[src/hdl/assert_macros.svh]
// Assertion macros shared by the RTL files.
`ifndef ASSERT_MACROS_SVH
`define ASSERT_MACROS_SVH
`ifndef SYNTHESIS
`define ASSERT_IMPL(label, clk, rst_n, prop) \
    label: assert property (@(posedge clk) disable iff (!rst_n) prop) \
        else $error("assertion failed");
`define ASSERT_NEXT(label, clk, rst_n, pre, post) \
    label: assert property (@(posedge clk) disable iff (!rst_n) (pre) |=> (post)) \
        else $error("assertion failed");
`else
`define ASSERT_IMPL(label, clk, rst_n, prop)
`define ASSERT_NEXT(label, clk, rst_n, pre, post)
`endif
`endif

[src/hdl/far_pkg.sv]
// ----------------------------------------------------------------------------
// far_pkg
// Constants and codes for the fraction arithmetic reducer.
// ----------------------------------------------------------------------------
`default_nettype none
package far_pkg;
    localparam int OPERAND_WIDTH_DEF = 16;

    typedef enum logic [1:0] {
        MODE_ADD = 2'd0,
        MODE_SUB = 2'd1,
        MODE_MUL = 2'd2,
        MODE_DIV = 2'd3
    } mode_t;

    localparam logic [1:0] STATUS_OK       = 2'd0;
    localparam logic [1:0] STATUS_ZERO_DEN = 2'd1;
    localparam logic [1:0] STATUS_DIV_ZERO = 2'd2;
endpackage
`default_nettype wire

[src/hdl/fraction_arithmetic_reducer.sv]
// ----------------------------------------------------------------------------
// fraction_arithmetic_reducer
// Fraction add/sub/mul/div with gcd reduction by Euclid's algorithm.
// ----------------------------------------------------------------------------
// channel  dir  fields
// s_axis   in   tdata: mode, num_a, den_a, num_b, den_b
// m_axis   out  tdata: res_num, res_den, status
//
// The products are formed in S_MUL and combined in S_SUM, then per Euclid
// step there is one pass of the shared restoring divider, then two divisions
// by the gcd. A zero denominator, or a zero num_b in div mode, goes straight
// to S_OUT with an error status. The result waits in the output register;
// the next item is taken once it is sent. Async reset clears control only.
`default_nettype none
`include "assert_macros.svh"
module fraction_arithmetic_reducer
    import far_pkg::*;
#(
    parameter int OPERAND_WIDTH = OPERAND_WIDTH_DEF
)
(
    input  wire logic clk,
    input  wire logic rst_n,
    input  wire logic s_axis_tvalid,
    output logic      s_axis_tready,
    // mode, num_a, den_a, num_b, den_b from bit 0 up, zero padded
    input  wire logic [((4*OPERAND_WIDTH+2+7)/8)*8-1:0] s_axis_tdata,
    output logic      m_axis_tvalid,
    input  wire logic m_axis_tready,
    // res_num, res_den, status from bit 0 up, zero padded
    output logic [((4*OPERAND_WIDTH+2+7)/8)*8-1:0] m_axis_tdata
);
    localparam int OW = OPERAND_WIDTH;
    localparam int NW = 2 * OW + 1;
    localparam int DW = 2 * OW - 1;
    localparam int TW = ((4 * OW + 2 + 7) / 8) * 8;

    typedef enum logic [2:0] {
        S_IDLE, S_MUL, S_SUM, S_GCD, S_DIVN, S_DIVD, S_OUT
    } state_t;

    state_t state_reg;
    logic [1:0]          mode_reg;
    logic signed [OW-1:0] na_reg, da_reg, nb_reg, db_reg;
    logic signed [NW-1:0] p1_reg, p2_reg, d_reg, n_reg;
    logic [NW-1:0]       x_reg, y_reg, un_reg, g_reg;
    logic signed [NW-1:0] rnum_reg;
    logic [DW-1:0]       rden_reg;
    logic [1:0]          status_reg;
    logic                neg_reg;
    logic                out_valid_reg;
    logic                div_start;
    logic [NW-1:0]       div_a, div_b;
    logic                div_busy, div_done;
    logic [NW-1:0]       div_q, div_r;

    logic [1:0]          in_mode;
    logic signed [OW-1:0] in_na, in_da, in_nb, in_db;
    assign in_mode = s_axis_tdata[1:0];
    assign in_na = s_axis_tdata[2+OW-1:2];
    assign in_da = s_axis_tdata[2+2*OW-1:2+OW];
    assign in_nb = s_axis_tdata[2+3*OW-1:2+2*OW];
    assign in_db = s_axis_tdata[2+4*OW-1:2+3*OW];

    assign s_axis_tready = (state_reg == S_IDLE) && !out_valid_reg;

    logic signed [OW-1:0]   m_a, m_b, m_c, m_d, m_e;
    logic signed [2*OW-1:0] prod_1, prod_2, prod_d;
    always_comb
    begin
        m_a = na_reg;
        m_b = db_reg;
        m_c = nb_reg;
        m_d = da_reg;
        m_e = db_reg;
        case (mode_t'(mode_reg))
            MODE_MUL: m_b = nb_reg;
            MODE_DIV: m_e = nb_reg;
            default: ;
        endcase
    end

    assign prod_1 = m_a * m_b;
    assign prod_2 = m_c * m_d;
    assign prod_d = m_d * m_e;

    function automatic logic [NW-1:0] mag(input logic signed [NW-1:0] v);
        mag = v[NW-1] ? NW'(-v) : NW'(v);
    endfunction

    always_comb
    begin
        div_start = 1'b0;
        div_a = x_reg;
        div_b = y_reg;
        case (state_reg)
            S_GCD:   div_start = !div_busy && !div_done && (y_reg != '0);
            S_DIVN:
            begin
                div_a = un_reg;
                div_b = g_reg;
                div_start = !div_busy && !div_done;
            end
            S_DIVD:
            begin
                div_a = mag(d_reg);
                div_b = g_reg;
                div_start = !div_busy && !div_done;
            end
            default: ;
        endcase
    end

    always_ff @(posedge clk or negedge rst_n)
    begin
        if (!rst_n)
        begin
            state_reg     <= S_IDLE;
            out_valid_reg <= 1'b0;
        end
        else
        begin
            if (out_valid_reg && m_axis_tready)
                out_valid_reg <= 1'b0;
            case (state_reg)
                S_IDLE:
                    if (s_axis_tvalid && s_axis_tready)
                    begin
                        mode_reg <= in_mode;
                        na_reg <= in_na;
                        da_reg <= in_da;
                        nb_reg <= in_nb;
                        db_reg <= in_db;
                        rnum_reg <= '0;
                        rden_reg <= '0;
                        if (in_da == '0 || in_db == '0)
                        begin
                            status_reg <= STATUS_ZERO_DEN;
                            state_reg  <= S_OUT;
                        end
                        else if (mode_t'(in_mode) == MODE_DIV && in_nb == '0)
                        begin
                            status_reg <= STATUS_DIV_ZERO;
                            state_reg  <= S_OUT;
                        end
                        else
                        begin
                            status_reg <= STATUS_OK;
                            state_reg  <= S_MUL;
                        end
                    end
                S_MUL:
                begin
                    p1_reg <= NW'(prod_1);
                    p2_reg <= NW'(prod_2);
                    d_reg  <= NW'(prod_d);
                    state_reg <= S_SUM;
                end
                S_SUM:
                begin
                    case (mode_t'(mode_reg))
                        MODE_ADD: n_reg <= p1_reg + p2_reg;
                        MODE_SUB: n_reg <= p1_reg - p2_reg;
                        default:  n_reg <= p1_reg;
                    endcase
                    state_reg <= S_GCD;
                    y_reg <= mag(d_reg);
                    // numerator magnitude loaded into un_reg in the same cycle as n_reg
                    case (mode_t'(mode_reg))
                        MODE_ADD: un_reg <= mag(p1_reg + p2_reg);
                        MODE_SUB: un_reg <= mag(p1_reg - p2_reg);
                        default:  un_reg <= mag(p1_reg);
                    endcase
                    case (mode_t'(mode_reg))
                        MODE_ADD: x_reg <= mag(p1_reg + p2_reg);
                        MODE_SUB: x_reg <= mag(p1_reg - p2_reg);
                        default:  x_reg <= mag(p1_reg);
                    endcase
                end
                S_GCD:
                begin
                    if (div_done)
                    begin
                        x_reg <= y_reg;
                        y_reg <= div_r;
                    end
                    else if (!div_busy && y_reg == '0)
                    begin
                        g_reg <= (x_reg == '0) ? NW'(1) : x_reg;
                        neg_reg <= (un_reg != '0) && (n_reg[NW-1] != d_reg[NW-1]);
                        state_reg <= S_DIVN;
                    end
                end
                S_DIVN:
                    if (div_done)
                    begin
                        rnum_reg <= neg_reg ? NW'(-div_q) : div_q;
                        state_reg <= S_DIVD;
                    end
                S_DIVD:
                    if (div_done)
                    begin
                        rden_reg <= div_q[DW-1:0];
                        state_reg <= S_OUT;
                    end
                S_OUT:
                    if (!out_valid_reg)
                    begin
                        out_valid_reg <= 1'b1;
                        state_reg <= S_IDLE;
                    end
                default: state_reg <= S_IDLE;
            endcase
        end
    end

    far_divider #(.W(NW)) u_div (
        .clk(clk), .rst_n(rst_n), .start(div_start),
        .dividend(div_a), .divisor(div_b),
        .busy(div_busy), .done(div_done),
        .quotient(div_q), .remainder(div_r)
    );

    assign m_axis_tvalid = out_valid_reg;
    assign m_axis_tdata  = TW'({status_reg, rden_reg, rnum_reg});

    `ASSERT_IMPL(a_ready_idle, clk, rst_n, s_axis_tready |-> state_reg == S_IDLE)
    `ASSERT_IMPL(a_err_zero, clk, rst_n,
                 (out_valid_reg && status_reg != STATUS_OK) |-> rden_reg == '0)
    `ASSERT_IMPL(a_ok_den, clk, rst_n,
                 (out_valid_reg && status_reg == STATUS_OK) |-> rden_reg != '0)
endmodule
`default_nettype wire

[src/hdl/far_divider.sv]
// ----------------------------------------------------------------------------
// far_divider
// Restoring divider, one quotient bit per cycle, unsigned operands.
// ----------------------------------------------------------------------------
`default_nettype none
`include "assert_macros.svh"
module far_divider
    import far_pkg::*;
#(
    parameter int W = 2 * OPERAND_WIDTH_DEF + 1
)
(
    input  wire logic         clk,
    input  wire logic         rst_n,
    input  wire logic         start,
    input  wire logic [W-1:0] dividend,
    input  wire logic [W-1:0] divisor,
    output logic              busy,
    output logic              done,
    output logic [W-1:0]      quotient,
    output logic [W-1:0]      remainder
);
    localparam int CW = $clog2(W + 1);

    logic [W-1:0]  quot_reg;
    logic [W-1:0]  rem_reg;
    logic [W-1:0]  dsr_reg;
    logic [CW-1:0] cnt_reg;
    logic          busy_reg;
    logic          done_reg;
    logic [W:0]    trial;
    logic [W:0]    shifted;

    assign shifted = {rem_reg, quot_reg[W-1]};
    assign trial   = shifted - {1'b0, dsr_reg};

    always_ff @(posedge clk or negedge rst_n)
    begin
        if (!rst_n)
        begin
            busy_reg <= 1'b0;
            done_reg <= 1'b0;
            cnt_reg  <= '0;
        end
        else
        begin
            done_reg <= 1'b0;
            if (start)
            begin
                busy_reg <= 1'b1;
                cnt_reg  <= CW'(W);
                quot_reg <= dividend;
                rem_reg  <= '0;
                dsr_reg  <= divisor;
            end
            else if (busy_reg)
            begin
                if (!trial[W])
                begin
                    rem_reg  <= trial[W-1:0];
                    quot_reg <= {quot_reg[W-2:0], 1'b1};
                end
                else
                begin
                    rem_reg  <= shifted[W-1:0];
                    quot_reg <= {quot_reg[W-2:0], 1'b0};
                end
                cnt_reg <= cnt_reg - 1'b1;
                if (cnt_reg == CW'(1))
                begin
                    busy_reg <= 1'b0;
                    done_reg <= 1'b1;
                end
            end
        end
    end

    assign busy      = busy_reg;
    assign done      = done_reg;
    assign quotient  = quot_reg;
    assign remainder = rem_reg;

    `ASSERT_NEXT(a_done_ends_busy, clk, rst_n, busy_reg && cnt_reg == CW'(1) && !start,
                 done_reg && !busy_reg)
    `ASSERT_IMPL(a_done_not_busy, clk, rst_n, done_reg |-> !busy_reg)
    `ASSERT_IMPL(a_cnt_bound, clk, rst_n, busy_reg |-> cnt_reg != '0)
endmodule
`default_nettype wire
[config.mk]
export PLATFORM = sky130hd
export DESIGN_NAME = fraction_arithmetic_reducer
export DESIGN_NICKNAME = d
export VERILOG_FILES = /design/src/hdl/far_pkg.sv /design/src/hdl/fraction_arithmetic_reducer.sv /design/src/hdl/far_divider.sv
export VERILOG_INCLUDE_DIRS = /design/src /design/src/hdl
export SDC_FILE = /design/constraint.sdc
export NUM_CORES = 2
export LEC_CHECK = 0
export ABC_AREA = 1
export BUFFER_PORTS_ARGS = -buffer_cell sky130_fd_sc_hd__buf_2
export CELL_PAD_IN_SITES_DETAIL_PLACEMENT = 1
export CELL_PAD_IN_SITES_GLOBAL_PLACEMENT = 1
export CORE_ASPECT_RATIO = 0.8
export CORE_MARGIN = 2
export CORE_UTILIZATION = 45
export DETAILED_ROUTE_END_ITERATION = 10
export PLACE_DENSITY = 0.84
export SKIP_CTS_REPAIR_TIMING = 1
export SLEW_MARGIN = 20
export SYNTH_ARGS = -nofsm -noshare
export SYNTH_HDL_FRONTEND = slang
export SYNTH_HIERARCHICAL = 1
export SYNTH_SLANG_ARGS = --single-unit
[constraint.sdc]
create_clock -name clk -period 8.1 [get_ports clk]
set_input_delay 1.62 -clock clk [delete_from_list [all_inputs] [get_ports clk]]
set_output_delay 1.62 -clock clk [all_outputs]
set_load 0.03 [all_outputs]
==> run_results.csv <==
group,metric,value,unit
run_status,status,"finished clean",
synthesis,ys_seq_elements,473,
synthesis,synth_area_leaders,"fa_1, edfxtp_1, nand2_1",
die,die_y,335,um
worst_setup_path,crit_fanout,20,
clock_network,clk_pin_slew,0.07,ns
drt,vias,54000,
cells_and_area,drive_gt1_frac,0.0773,
timing,max_slew_margin,0.289,
clock_network,cts_sinks,473,
cells_and_area,diodes,0,
cells_and_area,layout.cells.non_filler,9687,
timing,layout_setup_ws,0.273,ns
place,placed_cells,9586,
cells_and_area,area_delta_synth_final,7.34,%
timing,slew_violations,0,
timing,min_period_over_period,0.966,
worst_setup_path,critPathCaptureType,"flip-flop",
die,core_area,136000,sq um
cells_and_area,most-common-layout-cells,"nand2_1, inv_1, fa_1, nor2_1, edfxtp_1",
timing,min_period,7.83,ns
drt,via_per_inst,5.58,
timing,clock_skew,0.0623,ns
clock_network,cts_buffer_depth,3,
clock_network,cts-root-buf,"clkbuf_16",
global_route,grt_pass1_wl,347,mm
cells_and_area,final_common_cell,"nand2_1",
synthesis,avgSynthCellArea,7.87,sq um
timing,setup_viol,0,
timing,fmax,128,MHz
global_route,overflow,0,
place,io_buffers,137,
die,rows,121,
timing,setup_tns,0,ns
worst_setup_path,crit_type,"reg -> reg",
synthesis,yosysWarnings,6,
drt,drc,0,
timing,max_slew.worst_pin.slew,1.07,ns
synthesis,netlist_instances,7816,
synthesis,yosysTopAreaCell,"fa_1",
clock_network,clkLatencyLatePin,0.71,ns
synthesis,synth_ff_type,"edfxtp_1",
place,place_congestion,0.997,
timing,rsz0062_at_grt,"false",
worst_setup_path,startpoint_type,"flip-flop",
clock_network,h-tree-depth,2,
cells_and_area,nets,9074,
timing,fin_hold_ws,0.494,ns
clock_network,cts_buffers,54,
global_route,antenna_found_initial,4,
drt,routedWlPerCell,23.4,um
die,dieArea,140000,sq um
clock_network,cts_tree,"built",
die,start_util,0.453,
worst_setup_path,worst_ep_required_time,8.51,ns
synthesis,synth-edff-count,461,
drt,ant_nets,0,
synthesis,yosysUniqueCellTypes,66,
drt,drtIter0Drc,5582,
global_route,grt_usage,0.325,
drt,drt_wl_total,226,mm
timing,finalHoldViolCount,0,
synthesis,async_flop_share,0.0254,
synthesis,yosys.area.top_type_share,0.257,
synthesis,ys_seq_area_frac,0.230,
global_route,grt_max_degree,82,
worst_setup_path,crit_arrival,8.23,ns
drt,drtPass1Iterations,5,
place,detailedPlace.worstSlack,0.457,ns
global_route,grt_pass1_vias,57900,
place,dp_hpwl,186,mm
die,ios,150,
synthesis,synth.cell_area,61500,sq um
run,max_cap_viol_count,0,
die,die_x,417,um
min_path,hp-class,"reg -> reg",
[per-stage QoR]
stage | util | cell area (sq um)
2_1_floorplan | - | 61500
3_3_place_gp | 0.472 | 64200
3_5_place_dp | 0.472 | 64200
4_1_cts | 0.486 | 66000
5_1_grt | 0.486 | 66000
6_report | 0.486 | 66000
[metal layers]
layer	track usage	share of wire	vias to the layer above
met3	0.0664	0.098	427
met2	0.502	0.44	2435
met5	0.00623	0.00053	-
met4	0.112	0.039	6
met1	0.454	0.43	27300
li1	-	-	23900
[path summary, 6_finish.rpt]
kind / depth (start not counted) / startpoint / slack (ns) / to
hold / removal: 0 / x_reg[21] / 0.49 / g_reg[21]
setup / recovery: 25 / mode_reg[0] / 0.27 / p1_reg[31]
min in group asynchronous: 2 / rst_n / 1.06 / u_div/cnt_reg[4]
max in group asynchronous: 2 / rst_n / 6.56 / m_axis_tvalid
hold reg to reg: 0 / x_reg[21] / 0.49 / g_reg[21]
setup reg to reg: 25 / mode_reg[0] / 0.27 / p1_reg[31]
[cells by family after synthesis]
logic type               Yosys count  share of synthesized area
XOR/XNOR                         186                     0.0265
flip-flops                       473                      0.230
buffers and inverters           1981                      0.125
other                              1                  0.0000610
adder cells (fa/ha/maj)         1139                      0.328
AND/OR/NAND/NOR                 3462                      0.237
AO/OA/AOI/OAI                    574                     0.0535
[synth_stat cells, drive strengths merged, types with 11 or more instances]
cell type / count
nand2: 2146
a22oi: 15
nand4: 79
a21oi: 240
dfrtp: 12
a31oi: 13
buf: 78
nand3b: 13
nor3: 65
nor4: 48
nor2: 719
o211ai: 23
xnor2: 79
fa: 789
o21a: 11
clkbuf: 194
ha: 350
clkinv: 17
inv: 1692
xor2: 107
nand3: 369
o21ai: 222
a21o: 11
edfxtp: 461
[layout make-up]
cell class                 count  area [sq um]
clock buffer                  60          1370
clock inverter                41           503
fill                       16700         69900
inverter                    1709          6420
multi-input combinational   5367         39800
sequential                   473         14100
tap                         1783          2230
timing repair buffer         254          1560
[worst max-delay path, cell delays in order, from the launching register on]
cell and delay [ns]:
edfxtp_1 0.51, nor2_1 0.13, inv_1 0.56, buf_4 0.25, o21ai_0 0.08, buf_4 0.19
inv_1 0.45, nand2_1 0.20, fa_1 0.61, inv_1 0.17, fa_1 0.58, inv_1 0.13
fa_1 0.49, inv_1 0.06, fa_1 0.55, inv_1 0.07, fa_1 0.49, inv_1 0.06
fa_1 0.48, ha_1 0.40, nand2_1 0.10, nor2_1 0.18, nand2_1 0.15, o2111ai_1 0.35
a21oi_1 0.14, xor2_1 0.17
Power is not shown: default switching activity piles up to over one toggle a cycle in this logic, so the estimate is an artifact.
